`src/rtl/fpc_pkg.sv`:
```
// ----------------------------------------------------------------------------
// fpc_pkg
// Shared types and constants for the numeric field prefix classifier.
// ----------------------------------------------------------------------------
package fpc_pkg;

    // Parser phases
    typedef enum logic [4:0] {
        PH_IDLE,
        PH_WS,
        PH_SIGN,
        PH_N1,
        PH_N2,
        PH_N3,
        PH_NTAIL,
        PH_I1,
        PH_I2,
        PH_I3,
        PH_I4,
        PH_I5,
        PH_I6,
        PH_I7,
        PH_Z,
        PH_ZX,
        PH_ZXD
    } phase_t;

    // Result classes
    localparam logic [2:0] CLS_DEC = 3'd0;
    localparam logic [2:0] CLS_HEX = 3'd1;
    localparam logic [2:0] CLS_INF = 3'd2;
    localparam logic [2:0] CLS_NAN = 3'd3;
    localparam logic [2:0] CLS_ERR = 3'd4;

    // Character codes
    localparam logic [7:0] CH_NUL    = 8'h00;
    localparam logic [7:0] CH_SPACE  = 8'h20;
    localparam logic [7:0] CH_TAB    = 8'h09;
    localparam logic [7:0] CH_CR     = 8'h0D;
    localparam logic [7:0] CH_MINUS  = 8'h2D;
    localparam logic [7:0] CH_PLUS   = 8'h2B;
    localparam logic [7:0] CH_LPAREN = 8'h28;
    localparam logic [7:0] CH_RPAREN = 8'h29;
    localparam logic [7:0] CH_UNDER  = 8'h5F;
    localparam logic [7:0] CH_DOT    = 8'h2E;
    localparam logic [7:0] CH_ZERO   = 8'h30;
    localparam logic [7:0] CH_NINE   = 8'h39;
    localparam logic [7:0] CH_UP_A   = 8'h41;
    localparam logic [7:0] CH_UP_Z   = 8'h5A;
    localparam logic [7:0] CH_A      = 8'h61;
    localparam logic [7:0] CH_F      = 8'h66;
    localparam logic [7:0] CH_I      = 8'h69;
    localparam logic [7:0] CH_N      = 8'h6E;
    localparam logic [7:0] CH_T      = 8'h74;
    localparam logic [7:0] CH_X      = 8'h78;
    localparam logic [7:0] CH_Y      = 8'h79;
    localparam logic [7:0] CH_Z      = 8'h7A;
    localparam logic [7:0] CASE_GAP  = 8'h20;

    // Decoded properties of one character
    typedef struct packed {
        logic [7:0] low;     // lower-cased code
        logic       space;
        logic       sign;
        logic       minus;
        logic       hex;
        logic       tail;
    } char_info_t;

    // Result control from the parser
    typedef struct packed {
        logic       emit;
        logic [2:0] cls;
        logic       neg;
    } result_ctl_t;

endpackage

```
`src/rtl/float_field_prefix_classifier.sv`:
```
// ----------------------------------------------------------------------------
// float_field_prefix_classifier
// Classifies the prefix of a numeric text field streamed one character per
// request: decimal, hex, infinity, nan or error, with sign and prefix length.
// ----------------------------------------------------------------------------
//
//  Channel | Dir | tdata               | tuser
//  --------+-----+---------------------+------------------------------------
//  s_      | in  | [7:0] char_code     | [0] field_start
//  m_      | out | [15:0] prefix_length| [2:0] field_class, [3] negative
//
//  One character per cycle is accepted while the result register is free or
//  being drained; the parser step from the input register to the result
//  register is combinational, and a result that an accepted character settles
//  loads into the result register in the step that takes it from the input.
//  Reset clears the valid flags and the parser to idle; no clearing pass.
//  A stalled result holds the result register; the input register then
//  holds one more character and s_tready falls until m_tready returns.
//
module float_field_prefix_classifier #(
    parameter int LENGTH_BITS = 16
) (
    input  logic        aclk,
    input  logic        aresetn,

    input  logic        s_tvalid,
    output logic        s_tready,
    input  logic [7:0]  s_tdata,   // [7:0] char_code
    input  logic        s_tuser,   // [0] field_start

    output logic        m_tvalid,
    input  logic        m_tready,
    output logic [15:0] m_tdata,   // [15:0] prefix_length
    output logic [3:0]  m_tuser    // [2:0] field_class, [3] negative
);

    logic                     in_valid_reg;
    logic [7:0]               in_char_reg;
    logic                     in_start_reg;
    logic                     out_valid_reg;
    logic [2:0]               out_class_reg;
    logic                     out_neg_reg;
    logic [15:0]              out_len_reg;

    logic                     advance;
    logic                     step_en;
    fpc_pkg::char_info_t      info;
    fpc_pkg::result_ctl_t     res;
    logic [LENGTH_BITS-1:0]   res_len;

    // Pipeline moves when the result register is free or being drained
    assign advance  = !out_valid_reg || m_tready;
    assign step_en  = in_valid_reg && advance;
    assign s_tready = !in_valid_reg || advance;

    fpc_char_class u_char_class (
        .char_code (in_char_reg),
        .info      (info)
    );

    fpc_parser #(
        .LENGTH_BITS (LENGTH_BITS)
    ) u_parser (
        .aclk        (aclk),
        .aresetn     (aresetn),
        .step_en     (step_en),
        .char_code   (in_char_reg),
        .field_start (in_start_reg),
        .info        (info),
        .res         (res),
        .res_len     (res_len)
    );

    always_ff @(posedge aclk) begin
        if (!aresetn) begin
            in_valid_reg <= 1'b0;
        end else if (s_tready) begin
            in_valid_reg <= s_tvalid;
        end
    end

    always_ff @(posedge aclk) begin
        if (s_tready && s_tvalid) begin
            in_char_reg  <= s_tdata;
            in_start_reg <= s_tuser;
        end
    end

    always_ff @(posedge aclk) begin
        if (!aresetn) begin
            out_valid_reg <= 1'b0;
        end else if (advance) begin
            out_valid_reg <= step_en && res.emit;
        end
    end

    always_ff @(posedge aclk) begin
        if (step_en && res.emit) begin
            out_class_reg <= res.cls;
            out_neg_reg   <= res.neg;
            out_len_reg   <= 16'(res_len);
        end
    end

    assign m_tvalid = out_valid_reg;
    assign m_tdata  = out_len_reg;
    assign m_tuser  = {out_neg_reg, out_class_reg};

`ifndef SYNTH
    // Error results carry neither sign nor length
    a_err_clean: assert property (@(posedge aclk) disable iff (!aresetn)
        (m_tvalid && m_tuser[2:0] == fpc_pkg::CLS_ERR) |-> (m_tdata == 16'd0 && !m_tuser[3]))
        else $error("error result with nonzero length or sign");

    // Nan is never negative
    a_nan_pos: assert property (@(posedge aclk) disable iff (!aresetn)
        (m_tvalid && m_tuser[2:0] == fpc_pkg::CLS_NAN) |-> !m_tuser[3])
        else $error("negative nan result");

    // Only the five defined classes appear
    a_cls_range: assert property (@(posedge aclk) disable iff (!aresetn)
        m_tvalid |-> (m_tuser[2:0] == fpc_pkg::CLS_DEC || m_tuser[2:0] == fpc_pkg::CLS_HEX ||
                      m_tuser[2:0] == fpc_pkg::CLS_INF || m_tuser[2:0] == fpc_pkg::CLS_NAN ||
                      m_tuser[2:0] == fpc_pkg::CLS_ERR))
        else $error("undefined result class");

    // A held character is not overwritten while the result side stalls
    a_in_hold: assert property (@(posedge aclk) disable iff (!aresetn)
        (in_valid_reg && !advance) |=> (in_valid_reg && $stable(in_char_reg) &&
                                        $stable(in_start_reg)))
        else $error("input register changed during stall");
`endif

endmodule

```
`src/rtl/fpc_char_class.sv`:
```
// ----------------------------------------------------------------------------
// fpc_char_class
// Decodes one character: case folding and membership in the character sets.
// ----------------------------------------------------------------------------
module fpc_char_class (
    input  logic [7:0]          char_code,
    output fpc_pkg::char_info_t info
);

    logic [7:0] low;
    logic       is_digit;

    always_comb begin
        if (char_code >= fpc_pkg::CH_UP_A && char_code <= fpc_pkg::CH_UP_Z) begin
            low = char_code + fpc_pkg::CASE_GAP;
        end else begin
            low = char_code;
        end
    end

    assign is_digit = (char_code >= fpc_pkg::CH_ZERO) && (char_code <= fpc_pkg::CH_NINE);

    always_comb begin
        info.low   = low;
        info.space = (char_code == fpc_pkg::CH_SPACE) ||
                     (char_code >= fpc_pkg::CH_TAB && char_code <= fpc_pkg::CH_CR);
        info.sign  = (char_code == fpc_pkg::CH_MINUS) || (char_code == fpc_pkg::CH_PLUS);
        info.minus = (char_code == fpc_pkg::CH_MINUS);
        info.hex   = is_digit || (low >= fpc_pkg::CH_A && low <= fpc_pkg::CH_F);
        info.tail  = is_digit || (low >= fpc_pkg::CH_A && low <= fpc_pkg::CH_Z) ||
                     (char_code == fpc_pkg::CH_UNDER);
    end

endmodule

```
`src/rtl/fpc_parser.sv`:
```
// ----------------------------------------------------------------------------
// fpc_parser
// Parser state machine: one character per step, at most one result per field.
// ----------------------------------------------------------------------------
module fpc_parser #(
    parameter int LENGTH_BITS = 16
) (
    input  logic                      aclk,
    input  logic                      aresetn,
    input  logic                      step_en,
    input  logic [7:0]                char_code,
    input  logic                      field_start,
    input  fpc_pkg::char_info_t       info,
    output fpc_pkg::result_ctl_t      res,
    output logic [LENGTH_BITS-1:0]    res_len
);

    localparam logic [LENGTH_BITS-1:0] LEN_MAX = {LENGTH_BITS{1'b1}};

    fpc_pkg::phase_t          phase_reg, phase_next, phase_adv, ph;
    logic                     neg_reg, neg_next, neg_cur;
    logic [LENGTH_BITS-1:0]   count_reg, count_next, cnt;
    logic [LENGTH_BITS-1:0]   comm_reg, comm_next, comm;
    logic [LENGTH_BITS:0]     cnt_sum, comm_sum;
    logic [LENGTH_BITS-1:0]   inc1, comm2;

    // A start flag restarts the field on this very character
    assign ph      = field_start ? fpc_pkg::PH_WS : phase_reg;
    assign neg_cur = field_start ? 1'b0 : neg_reg;
    assign cnt     = field_start ? '0 : count_reg;
    assign comm    = field_start ? '0 : comm_reg;

    assign cnt_sum  = {1'b0, cnt} + (LENGTH_BITS+1)'(1);
    assign comm_sum = {1'b0, comm} + (LENGTH_BITS+1)'(2);
    assign inc1     = cnt_sum[LENGTH_BITS] ? LEN_MAX : cnt_sum[LENGTH_BITS-1:0];
    assign comm2    = comm_sum[LENGTH_BITS] ? LEN_MAX : comm_sum[LENGTH_BITS-1:0];

    // Outputs: does this character settle the field, and how
    always_comb begin
        res.emit = 1'b0;
        res.cls  = fpc_pkg::CLS_DEC;
        res.neg  = 1'b0;
        res_len  = '0;
        unique case (ph)
            fpc_pkg::PH_WS, fpc_pkg::PH_SIGN: begin
                if (!(ph == fpc_pkg::PH_WS && (info.space || info.sign)) &&
                    info.low != fpc_pkg::CH_N && info.low != fpc_pkg::CH_I &&
                    char_code != fpc_pkg::CH_ZERO) begin
                    res.emit = 1'b1;
                    res.neg  = neg_cur;
                    res_len  = cnt;
                end
            end
            fpc_pkg::PH_N1: begin
                if (info.low != fpc_pkg::CH_A) begin
                    res.emit = 1'b1;
                    res.cls  = fpc_pkg::CLS_ERR;
                end
            end
            fpc_pkg::PH_N2: begin
                if (info.low != fpc_pkg::CH_N) begin
                    res.emit = 1'b1;
                    res.cls  = fpc_pkg::CLS_ERR;
                end
            end
            fpc_pkg::PH_N3: begin
                if (char_code != fpc_pkg::CH_LPAREN) begin
                    res.emit = 1'b1;
                    res.cls  = fpc_pkg::CLS_NAN;
                    res_len  = comm;
                end
            end
            fpc_pkg::PH_NTAIL: begin
                if (!info.tail) begin
                    res.emit = 1'b1;
                    res.cls  = fpc_pkg::CLS_NAN;
                    res_len  = (char_code == fpc_pkg::CH_RPAREN) ? inc1 : comm;
                end
            end
            fpc_pkg::PH_I1: begin
                if (info.low != fpc_pkg::CH_N) begin
                    res.emit = 1'b1;
                    res.cls  = fpc_pkg::CLS_ERR;
                end
            end
            fpc_pkg::PH_I2: begin
                if (info.low != fpc_pkg::CH_F) begin
                    res.emit = 1'b1;
                    res.cls  = fpc_pkg::CLS_ERR;
                end
            end
            fpc_pkg::PH_I3, fpc_pkg::PH_I5: begin
                if (info.low != fpc_pkg::CH_I) begin
                    res.emit = 1'b1;
                    res.cls  = fpc_pkg::CLS_INF;
                    res.neg  = neg_cur;
                    res_len  = comm;
                end
            end
            fpc_pkg::PH_I4: begin
                if (info.low != fpc_pkg::CH_N) begin
                    res.emit = 1'b1;
                    res.cls  = fpc_pkg::CLS_INF;
                    res.neg  = neg_cur;
                    res_len  = comm;
                end
            end
            fpc_pkg::PH_I6: begin
                if (info.low != fpc_pkg::CH_T) begin
                    res.emit = 1'b1;
                    res.cls  = fpc_pkg::CLS_INF;
                    res.neg  = neg_cur;
                    res_len  = comm;
                end
            end
            fpc_pkg::PH_I7: begin
                res.emit = 1'b1;
                res.cls  = fpc_pkg::CLS_INF;
                res.neg  = neg_cur;
                res_len  = (info.low == fpc_pkg::CH_Y) ? inc1 : comm;
            end
            fpc_pkg::PH_Z: begin
                if (info.low != fpc_pkg::CH_X) begin
                    res.emit = 1'b1;
                    res.neg  = neg_cur;
                    res_len  = comm;
                end
            end
            fpc_pkg::PH_ZX, fpc_pkg::PH_ZXD: begin
                if (!(ph == fpc_pkg::PH_ZX && char_code == fpc_pkg::CH_DOT)) begin
                    res.emit = 1'b1;
                    res.neg  = neg_cur;
                    res.cls  = info.hex ? fpc_pkg::CLS_HEX : fpc_pkg::CLS_DEC;
                    res_len  = info.hex ? comm2 : comm;
                end
            end
            default: begin
                res.emit = 1'b0;
            end
        endcase
    end

    // Next state: advance through the token while it still matches
    always_comb begin
        phase_adv  = fpc_pkg::PH_IDLE;
        neg_next   = neg_cur;
        count_next = cnt;
        comm_next  = comm;
        unique case (ph)
            fpc_pkg::PH_WS, fpc_pkg::PH_SIGN: begin
                phase_adv = ph;
                if (ph == fpc_pkg::PH_WS && info.space) begin
                    count_next = inc1;
                end else if (ph == fpc_pkg::PH_WS && info.sign) begin
                    neg_next   = info.minus;
                    count_next = inc1;
                    phase_adv  = fpc_pkg::PH_SIGN;
                end else if (info.low == fpc_pkg::CH_N) begin
                    count_next = inc1;
                    phase_adv  = fpc_pkg::PH_N1;
                end else if (info.low == fpc_pkg::CH_I) begin
                    count_next = inc1;
                    phase_adv  = fpc_pkg::PH_I1;
                end else if (char_code == fpc_pkg::CH_ZERO) begin
                    comm_next  = cnt;
                    count_next = inc1;
                    phase_adv  = fpc_pkg::PH_Z;
                end
            end
            fpc_pkg::PH_N1: begin
                count_next = inc1;
                phase_adv  = fpc_pkg::PH_N2;
            end
            fpc_pkg::PH_N2: begin
                count_next = inc1;
                comm_next  = inc1;
                phase_adv  = fpc_pkg::PH_N3;
            end
            fpc_pkg::PH_N3: begin
                count_next = inc1;
                phase_adv  = fpc_pkg::PH_NTAIL;
            end
            fpc_pkg::PH_NTAIL: begin
                count_next = inc1;
                phase_adv  = fpc_pkg::PH_NTAIL;
            end
            fpc_pkg::PH_I1: begin
                count_next = inc1;
                phase_adv  = fpc_pkg::PH_I2;
            end
            fpc_pkg::PH_I2: begin
                count_next = inc1;
                comm_next  = inc1;
                phase_adv  = fpc_pkg::PH_I3;
            end
            fpc_pkg::PH_I3: begin
                count_next = inc1;
                phase_adv  = fpc_pkg::PH_I4;
            end
            fpc_pkg::PH_I4: begin
                count_next = inc1;
                phase_adv  = fpc_pkg::PH_I5;
            end
            fpc_pkg::PH_I5: begin
                count_next = inc1;
                phase_adv  = fpc_pkg::PH_I6;
            end
            fpc_pkg::PH_I6: begin
                count_next = inc1;
                phase_adv  = fpc_pkg::PH_I7;
            end
            fpc_pkg::PH_Z: begin
                phase_adv = fpc_pkg::PH_ZX;
            end
            fpc_pkg::PH_ZX: begin
                phase_adv = fpc_pkg::PH_ZXD;
            end
            default: begin
                phase_adv = fpc_pkg::PH_IDLE;
            end
        endcase
        // A settled field drops back to idle
        phase_next = res.emit ? fpc_pkg::PH_IDLE : phase_adv;
    end

    always_ff @(posedge aclk) begin
        if (!aresetn) begin
            phase_reg <= fpc_pkg::PH_IDLE;
            neg_reg   <= 1'b0;
            count_reg <= '0;
            comm_reg  <= '0;
        end else if (step_en) begin
            phase_reg <= phase_next;
            neg_reg   <= neg_next;
            count_reg <= count_next;
            comm_reg  <= comm_next;
        end
    end

endmodule

```
`config.mk`:
```
export PLATFORM = sky130hd
export DESIGN_NAME = float_field_prefix_classifier
export DESIGN_NICKNAME = d
export VERILOG_FILES = /design/src/rtl/fpc_pkg.sv /design/src/rtl/float_field_prefix_classifier.sv /design/src/rtl/fpc_char_class.sv /design/src/rtl/fpc_parser.sv
export SDC_FILE = /design/constraint.sdc
export NUM_CORES = 1
export LEC_CHECK = 0
export ABC_AREA = 1
export BUFFER_PORTS_ARGS = -buffer_cell sky130_fd_sc_hd__buf_4
export CORE_UTILIZATION = 60
export CTS_CLUSTER_DIAMETER = 30
export DETAILED_ROUTE_END_ITERATION = 16
export GPL_TIMING_DRIVEN = 0
export PLACE_DENSITY = 0.89
export SYNTH_ARGS = -nofsm -noshare
export SYNTH_HDL_FRONTEND = slang
export SYNTH_SLANG_ARGS = --single-unit
```
`constraint.sdc`:
```
create_clock -name aclk -period 7.9 [get_ports aclk]
set_input_delay 1.975 -clock aclk [delete_from_list [all_inputs] [get_ports aclk]]
set_output_delay 1.975 -clock aclk [all_outputs]
set_load 0.02 [all_outputs]
```
# --- After elaboration in Yosys (flattened, before gate mapping) ---
# Index checks and enable logic that the tools add are counted.
word_totals:
  n_memories: 0
  output_inout_bits: 22
  rom_bits: 0
  wordCells: 148
  inputBits: 13
  register_bits: 69
  latch_bits: 0
  mem_bits_rw: 0
classes:
  n_eq_ne: 34
  n_mul: 0
  reduce_logical: 33
  mux: 58
  n_addsub: 3
  n_div: 0
  n_shift: 0
  n_lt_le_gt_ge: 9
  bitwise_logic: 0
ops:
  columns: ["cell", "count"]
  rows:
  - ["16-bit 2-to-1 mux", 25]
  - ["16-bit one-hot mux with 9 select lines", 1]
  - ["16-bit one-hot mux with 2 select lines", 2]
  - ["5-bit one-hot mux with 12 select lines", 1]
  - ["5-bit 2-to-1 mux", 11]
  - ["8-bit by 6-bit == test with 1-bit output (second input constant)", 6]
  - ["8-bit by 7-bit != test with 1-bit output (second input constant)", 6]
  - ["5-bit by 4-bit == test with 1-bit output (second input constant)", 8]
  - ["8-bit by 7-bit == test with 1-bit output (second input constant)", 4]
  - ["3-bit one-hot mux with 10 select lines", 1]
  - ["8-bit by 7-bit <= comparator with 1-bit output (second input constant)", 3]
  - ["5-bit by 3-bit == test with 1-bit output (second input constant)", 4]
  - ["4-bit 2-to-1 mux", 5]
  - ["16-bit by 1-bit adder with 17-bit output (second input constant)", 1]
  - ["16-bit by 2-bit adder with 17-bit output (second input constant)", 1]
  - ["8-bit by 7-bit greater-or-equal comparator with 1-bit output (second input constant)", 2]
  - ["8-bit by 6-bit != test with 1-bit output (second input constant)", 2]
  - ["1-bit logical AND", 15]
  - ["1-bit one-hot mux with 12 select lines", 1]
  - ["2-bit OR reduction", 6]
  - ["5-bit by 2-bit == test with 1-bit output (second input constant)", 2]
  - ["10-bit OR reduction", 1]
  - ["1-bit 2-to-1 mux", 9]
  - ["8-bit by 6-bit adder with 8-bit output (second input constant)", 1]
  - ["10 further kinds", 19]

# --- Depth between registers and ports, before layout ---
# Gate-level depths: netlist of run 1.
depth:
  depth_word: 12
  depth_mapped: 22

# --- By module ---
# From an unflattened synthesis of run 1, not the netlist that was laid out.
unflattened:
  hier_cells: 956
  hier_area_um2: 5690.5
modules_own_cells:
  columns: ["mod", "seq_area_each_um2", "n_inst", "cells_per_inst", "area_per_inst_um2"]
  rows:
  - ["fpc_parser", 760.7, 1, 826, 4279.1]
  - ["float_field_prefix_classifier", 910.9, 1, 47, 985.9]
  - ["fpc_char_class", 0.0, 1, 83, 425.4]

# --- Worst setup path before layout of run 1 ---
# OpenSTA, ideal clock, no wires.
synth_path:
  kind: "input -> output"
  startpoint: "input port m_tready"
  endpoint: "output port s_tready"
  cell_stages: 2
  path_buffers: 0
  setup_slack_ns: 3.697
  t_required_ns: 5.925
  t_arrival_ns: 2.228
  cell_sequence: "inv_1 -> nand3_1"
synth_between:
  elab_chain_len: 2
synth_lines:
  columns: ["item", "line", "source"]
  rows:
  - ["start: declaration", "float_field_prefix_classifier.sv:32", "input logic m_tready,"]
  - ["1-bit logical OR", "float_field_prefix_classifier.sv:52", "assign advance = !out_valid_reg || m_tready;"]
  - ["1-bit logical OR", "float_field_prefix_classifier.sv:54", "assign s_tready = !in_valid_reg || advance;"]
  - ["end: declaration", "float_field_prefix_classifier.sv:27", "output logic s_tready,"]
# No other way between the ends.

# --- Final worst setup path of run 1 ---
# Ends and elaborated chain as after synthesis.

==> reports/results.ini, run 1 <==
[power_and_ir_drop]
irDropWorstVdd_uv = 89.2
seqPwrFrac = 0.465
p_sw_mw = 0.269
p_sw_frac = 0.311
power_frac_comb = 0.194
clockPowerShare = 0.341
p_total_mw = 0.863
power_leakage_nw = 2.94
p_int_mw = 0.594
p_per_area_mw_per_mm2 = 133

[worst_setup_path]
worstRegToRegCells = 17
r2r-start = in_start_reg
r2r_slack_ps = 4000
crit_arrival_ps = 2420
crit_required_ps = 5930
critPathMaxFanout = 3
cp-start-kind = primary input
crit_start = m_tready
endpoint_kind = output port
crit_type = primary input to output port
r2r_end = m_tdata[3]

[detailed_routing]
drc = 0
wl_mm = 18.1
drtAntennaViolNets = 0
drt-initial-drc-count = 960
avgRoutedWirePerCell_um = 16.1
vias = 6721
drt-vias-per-instance = 6.00
dr.pass1.iters = 5

[global_route]
grt_max_degree = 21
grt_pass1_vias = 5812
grt_pass1_wl_mm = 28.9
grt.overflow.total = 0
antenna_found_initial = 0
grt_use_total = 0.365

[clock_network]
clk_latency_ps = 360
cts.hold.buffers_added = 0
htree_levels = 3
clk_pin_slew_ps = 80
cts-resized-gates = 0
cts_buffers = 9
root_buffer = clkbuf_8
clockBufferDepth = 2
clock-sinks = 69
cts_tree = yes
post_cts_buffers = 0

[timing]
fin_tns_setup_ps = 0
tightest_slew_ps = 729
clock.fmax_mhz = 228
hold_viol_final = 0
fin_ws_ps = 3510
finClkSkew_ps = 12.3
post-route-period-util = 0.556
slew_headroom = 0.513
min_period_ps = 4390
slew_viol_final = 0
setup_viol = 0
rsz0062_at_grt = false

[synthesis]
synth-edff-count = 29
yosysWarnings = 0
yosysSeqAreaShare = 0.283
yosysTopAreaCellShare = 0.148
async_reset_ff_frac = 0
synth.cell_area_mm2 = 0.00590
synth_cell_type_count = 48
syn_inst = 942
synthFlopType = dfxtp_1
synthTopCellsByArea = edfxtp_1 15%, dfxtp_1 14%, nand2_1 13%
syn_nets = 960
synth-seq-cells = 69
synth_top_area_cell = edfxtp_1
avgSynthCellArea_um2 = 6.26

[placement]
pre_cts_slack_ps = 3510
place_inst = 1105
port_buffers = 34
place_congestion = 1.00
dp_hpwl_mm = 13.7

[finish]
final_nets = 1005
drive_gt1_frac = 0.114
antenna_cells = 0
nFillCells = 879
stdcell_count = 1121
syn_to_final_growth_pct = 10.3

[min_path]
min_path_type = flip-flop to flip-flop
min_from = u_parser.phase_reg[2]
worst_hold_path.num_cells = 2
worst_hold_path.endpoint = u_parser.phase_reg[2]

[floorplanning]
chipWidth_um = 101
initial_core_util = 0.629
core_mm2 = 0.00937
die_y_um = 101
io_pins = 35
rows = 35
die-area_mm2 = 0.0102

[job]
drv_cap = 0

[status]
status = completed

[synthesized netlist by cell type (6+ instances only)]
cell	instances
nand3b_1	9
edfxtp_1	29
nand2_2	11
o211ai_1	19
nor2_2	8
o2111ai_1	7
o21ai_0	72
clkbuf_1	18
a31oi_1	6
xor2_1	13
nand3_1	73
nand2_1	198
o21ai_1	7
a21oi_1	68
o22ai_1	12
nor3_1	16
nor2_1	124
buf_4	6
dfxtp_1	40
inv_2	8
inv_1	131
a22oi_1	8
nand4_1	8
[through the flow]
stage / util / hold slack (ps) / area, µm²
floorplan: - / 459 / 5900
global placement: 0.674 / 472 / 6310
detailed placement: 0.674 / 481 / 6310
CTS: 0.694 / 493 / 6510
global route: 0.694 / 517 / 6510
finish: 0.694 / 491 / 6510
[worst max-delay path: stages]
cell     delay (ps)
buf_4           110
inv_1            60
nand3_1         100
buf_4           180
[cell usage in the layout, fill, tap and decap left out, types with 4 or more instances in the layout]
cell / n
a21oi_1: 68
o21ai_0: 72
o21ai_1: 7
nor3_1: 16
a22oi_1: 8
clkbuf_1: 19
clkbuf_8: 10
nand4_1: 8
nand3_1: 73
xor2_1: 13
nand2_2: 11
buf_4: 40
nor2_2: 8
ha_1: 5
nand2_1: 198
inv_2: 8
clkinv_2: 4
dfxtp_1: 40
nand3_2: 5
nand3b_1: 9
inv_1: 131
buf_2: 5
edfxtp_1: 29
buf_6: 4
o2111ai_1: 7
o211ai_1: 19
nor2_1: 124
o22ai_1: 12
a31oi_1: 6
[cells by family after synthesis]
kind of cell,count (synthesis),synth area share
AND/OR/NAND/NOR,469,0.358
AO/OA/AOI/OAI,210,0.206
XOR/XNOR,13,0.0193
buffers and inverters,176,0.122
flip-flops,69,0.283
adder cells (fa/ha/maj),5,0.0106
[routing by layer]
| metal | track usage | part of all wire | vias to the layer above |
|---|---|---|---|
| met3 | 0.0863 | 0.13 | 53 |
| li1 | - | - | 3215 |
| met2 | 0.532 | 0.41 | 479 |
| met1 | 0.527 | 0.43 | 2974 |
| met4 | 0.126 | 0.027 | 0 |
| met5 | 0 | 0 | - |
[final cells by class]
class	count	area [µm²]	area share
inverter	141	532	0.0817
multi-input combinational	697	3500	0.539
clock buffer	11	141	0.0217
sequential	69	1670	0.257
tap	129	161	0.0248
clock inverter	5	50.0	0.00769
buffer	35	190	0.0292
timing repair buffer	34	255	0.0392
[how the worst max path moves through the flow]
stage / to / slack (ps) / cells after the start
after global placement: s_tready / 3500 / 4
final: s_tready / 3510 / 4
after detailed placement: s_tready / 3510 / 4
after CTS: s_tready / 3500 / 4
after global routing: s_tready / 3460 / 4
after floorplan: s_tready / 3700 / 2
[power groups by stage]
stage / clock, mW / combinational, mW / sequential [mW]
finish: 0.294 / 0.168 / 0.401
global route: 0.306 / 0.183 / 0.403
CTS: 0.293 / 0.162 / 0.401
detailed placement: 0 / 0.161 / 0.409
global placement: 0 / 0.159 / 0.408
floorplan: 0 / 0.112 / 0.411
(Power assumes the default switching activity.)
==> run 2: changes to the inputs <==
ABC_AREA = 0   (was 1)
clock period = 4.4 ns   (was 7.9 ns; I/O delays follow)
==> run 2 against run 1 <==
Global-route usage up 1.1 points. First-iteration DRC count down 6.7%. Non-clock buffer count up 22. Clock-buffer cell count down 1. Critical path depth up 5. Routed wire length down 1.2%. Hold slack worse by 5.4 ps. Highest routed layer unchanged.
==> reports/results.ini, run 2 <==
[status]
status = completed

[worst_setup_path]
crit_required_ps = 4460
critPathMaxFanout = 10
crit_arrival_ps = 4220
crit_type = flip-flop to flip-flop
cp-start-kind = flip-flop
endpoint_kind = flip-flop

[finish]
stdcell_count = 837
final_common_cell = nand2_1
syn_to_final_growth_pct = 11.6
final_area_mm2 = 0.00608
antenna_cells = 0
drive_gt1_frac = 0.122
nFillCells = 711
final_nets = 742
final_cell_mix = 74 x nand2_1, 52 x nor2_1, 40 x dfxtp_1

[floorplanning]
core_mm2 = 0.00876
chipWidth_um = 97.2
initial_core_util = 0.621
io_pins = 35
die-area_mm2 = 0.00946
die_y_um = 97.2
rows = 34

[power_and_ir_drop]
p_sw_mw = 0.426
irDropWorstVdd_uv = 267
seqPwrFrac = 0.477
p_per_area_mw_per_mm2 = 243
p_int_mw = 1.05
power_leakage_nw = 2.22
power_frac_comb = 0.131
p_sw_frac = 0.289
clockPowerShare = 0.392

[placement]
place_inst = 820
port_buffers = 34
place_congestion = 1.04
post_dp_cell_area_mm2 = 0.00584
dp_hpwl_mm = 13.4

[synthesis]
synth.most_common_cell = nand2_1
syn_inst = 677
yosysTopAreaCellShare = 0.160
synth.cell_area_mm2 = 0.00544
synth_top_area_cell = edfxtp_1
synthTopCellsByArea = edfxtp_1 16%, dfxtp_1 15%, nand2_1 5.1%
avgSynthCellArea_um2 = 8.04
synthFlopType = dfxtp_1
synth_cell_type_count = 80
synth-seq-cells = 69
yosysWarnings = 0
synth-edff-count = 29
yosysSeqAreaShare = 0.307
async_reset_ff_frac = 0
syn_nets = 695
netlist_top_cells_count = 74 x nand2_1, 53 x nor2_1, 40 x dfxtp_1

[clock_network]
clockBufferDepth = 2
cts.hold.buffers_added = 0
cts_tree = yes
clk_pin_slew_ps = 90
htree_levels = 3
root_buffer = clkbuf_8
cts_buffers = 9
clk_latency_ps = 370
clock-sinks = 69

[timing]
setup_viol = 0
clock.fmax_mhz = 240
finClkSkew_ps = 14.6
slew_viol_final = 0
min_period_ps = 4160
rsz0062_at_grt = false
slew_headroom = 0.260
post-route-period-util = 0.946
hold_viol_final = 0
tightest_slew_ps = 1100

[detailed_routing]
drtAntennaViolNets = 0
drc = 0
drt-vias-per-instance = 7.25
dr.pass1.iters = 6
wl_mm = 17.9
vias = 6067
avgRoutedWirePerCell_um = 21.4
drt-initial-drc-count = 896

[global_route]
grt_max_degree = 14
grt.overflow.total = 0
grt_pass1_vias = 5581
antenna_found_initial = 0
grt_pass1_wl_mm = 28.6
grt_use_total = 0.376

[min_path]
min_path_type = flip-flop to flip-flop

[job]
drv_cap = 0

[run 2: cell count changes after synthesis, moves of 13 or more]
cell,before,now
o221ai_1,2,15
nor2b_1,0,27
o21ai_0,72,39
nand3_1,73,27
a21oi_1,68,38
nand2_1,198,74
nor2_1,124,53
a22o_1,0,16
inv_1,131,12
clkbuf_1,18,38
[run 2: cell type report]
cell class              count  area (µm²)  share of cell area
clock buffers              10         149              0.0245
repair buffers             36         270              0.0445
plain buffers              55         235              0.0387
well taps                 108         135              0.0222
clock inverters             6        67.6              0.0111
inverters                  12        45.0             0.00741
multi-input cells         541        3500               0.576
flip-flops and latches     69        1670               0.275
[run 2: final timing paths]
path,from,to,slack (ps),depth (start not counted)
max,in_char_reg[5],m_tdata[1],240,9
min,u_parser.count_reg[12],u_parser.count_reg[12],490,1
max reg2reg,in_char_reg[5],m_tdata[1],240,9
min reg2reg,u_parser.count_reg[12],u_parser.count_reg[12],490,1
[run 2: critical path, cell delays in order (launching register included)]
cell and delay (ps):
edfxtp_1 480, buf_1 370, inv_1 120, ha_1 360, nor3_1 310, o21ai_0 290
a211oi_2 810, o21ai_1 440, a21oi_1 440, o221ai_1 230
[run 2: per-stage QoR]
stage / setup TNS [ps] / util / worst slack, ps / total power [mW] / hold WS, ps
global placement: -8660 / 0.666 / -434 / 0.895 / 456
CTS: 0 / 0.691 / 0.111 / 1.46 / 485
global route: 0 / 0.693 / 11.9 / 1.51 / 530
floorplan: 0 / - / 393 / 0.842 / 441
finish: 0 / 0.693 / 236 / 1.48 / 486
detailed placement: -1890 / 0.666 / -146 / 0.902 / 460
[run 2: cell families (layout without fill, tap and decap cells)]
family                     after synthesis  after routing  share of synthesized area
xor gates and xnor gates                18             18                     0.0290
DFF                                     69             69                      0.307
buffers and inverters                   67            119                     0.0515
muxes                                   12             12                     0.0223
adders and majority gates                5              5                     0.0115
AOI/OAI and AO/OA                      219            219                      0.292
and+or+nand+nor                        287            287                      0.287
[run 2: per-layer routing]
metal  global-route usage  share of wire  vias to the layer above
met2                0.548           0.42                      496
met5                    0              0                        -
li1                     -              -                     2707
met4                0.163          0.031                        0
met3                0.112           0.14                       70
met1                0.516           0.41                     2794
[run 2: timing repair]
action / in CTS / in global routing
gates resized for setup: 1 / 2
endpoints found under the setup margin: 13 / 16
cloned: 0 / 0
pin swaps: 0 / 1
setup buffers: 0 / 1
[run 2: power by group through the flow]
stage          Sequential, mW  Combinational, mW  Clock, mW
4_1_cts                 0.702              0.186      0.573
2_1_floorplan           0.714              0.128          0
5_1_grt                 0.706              0.207      0.598
6_report                0.704              0.194      0.578
3_3_place_gp            0.716              0.179          0
3_5_place_dp            0.717              0.185          0
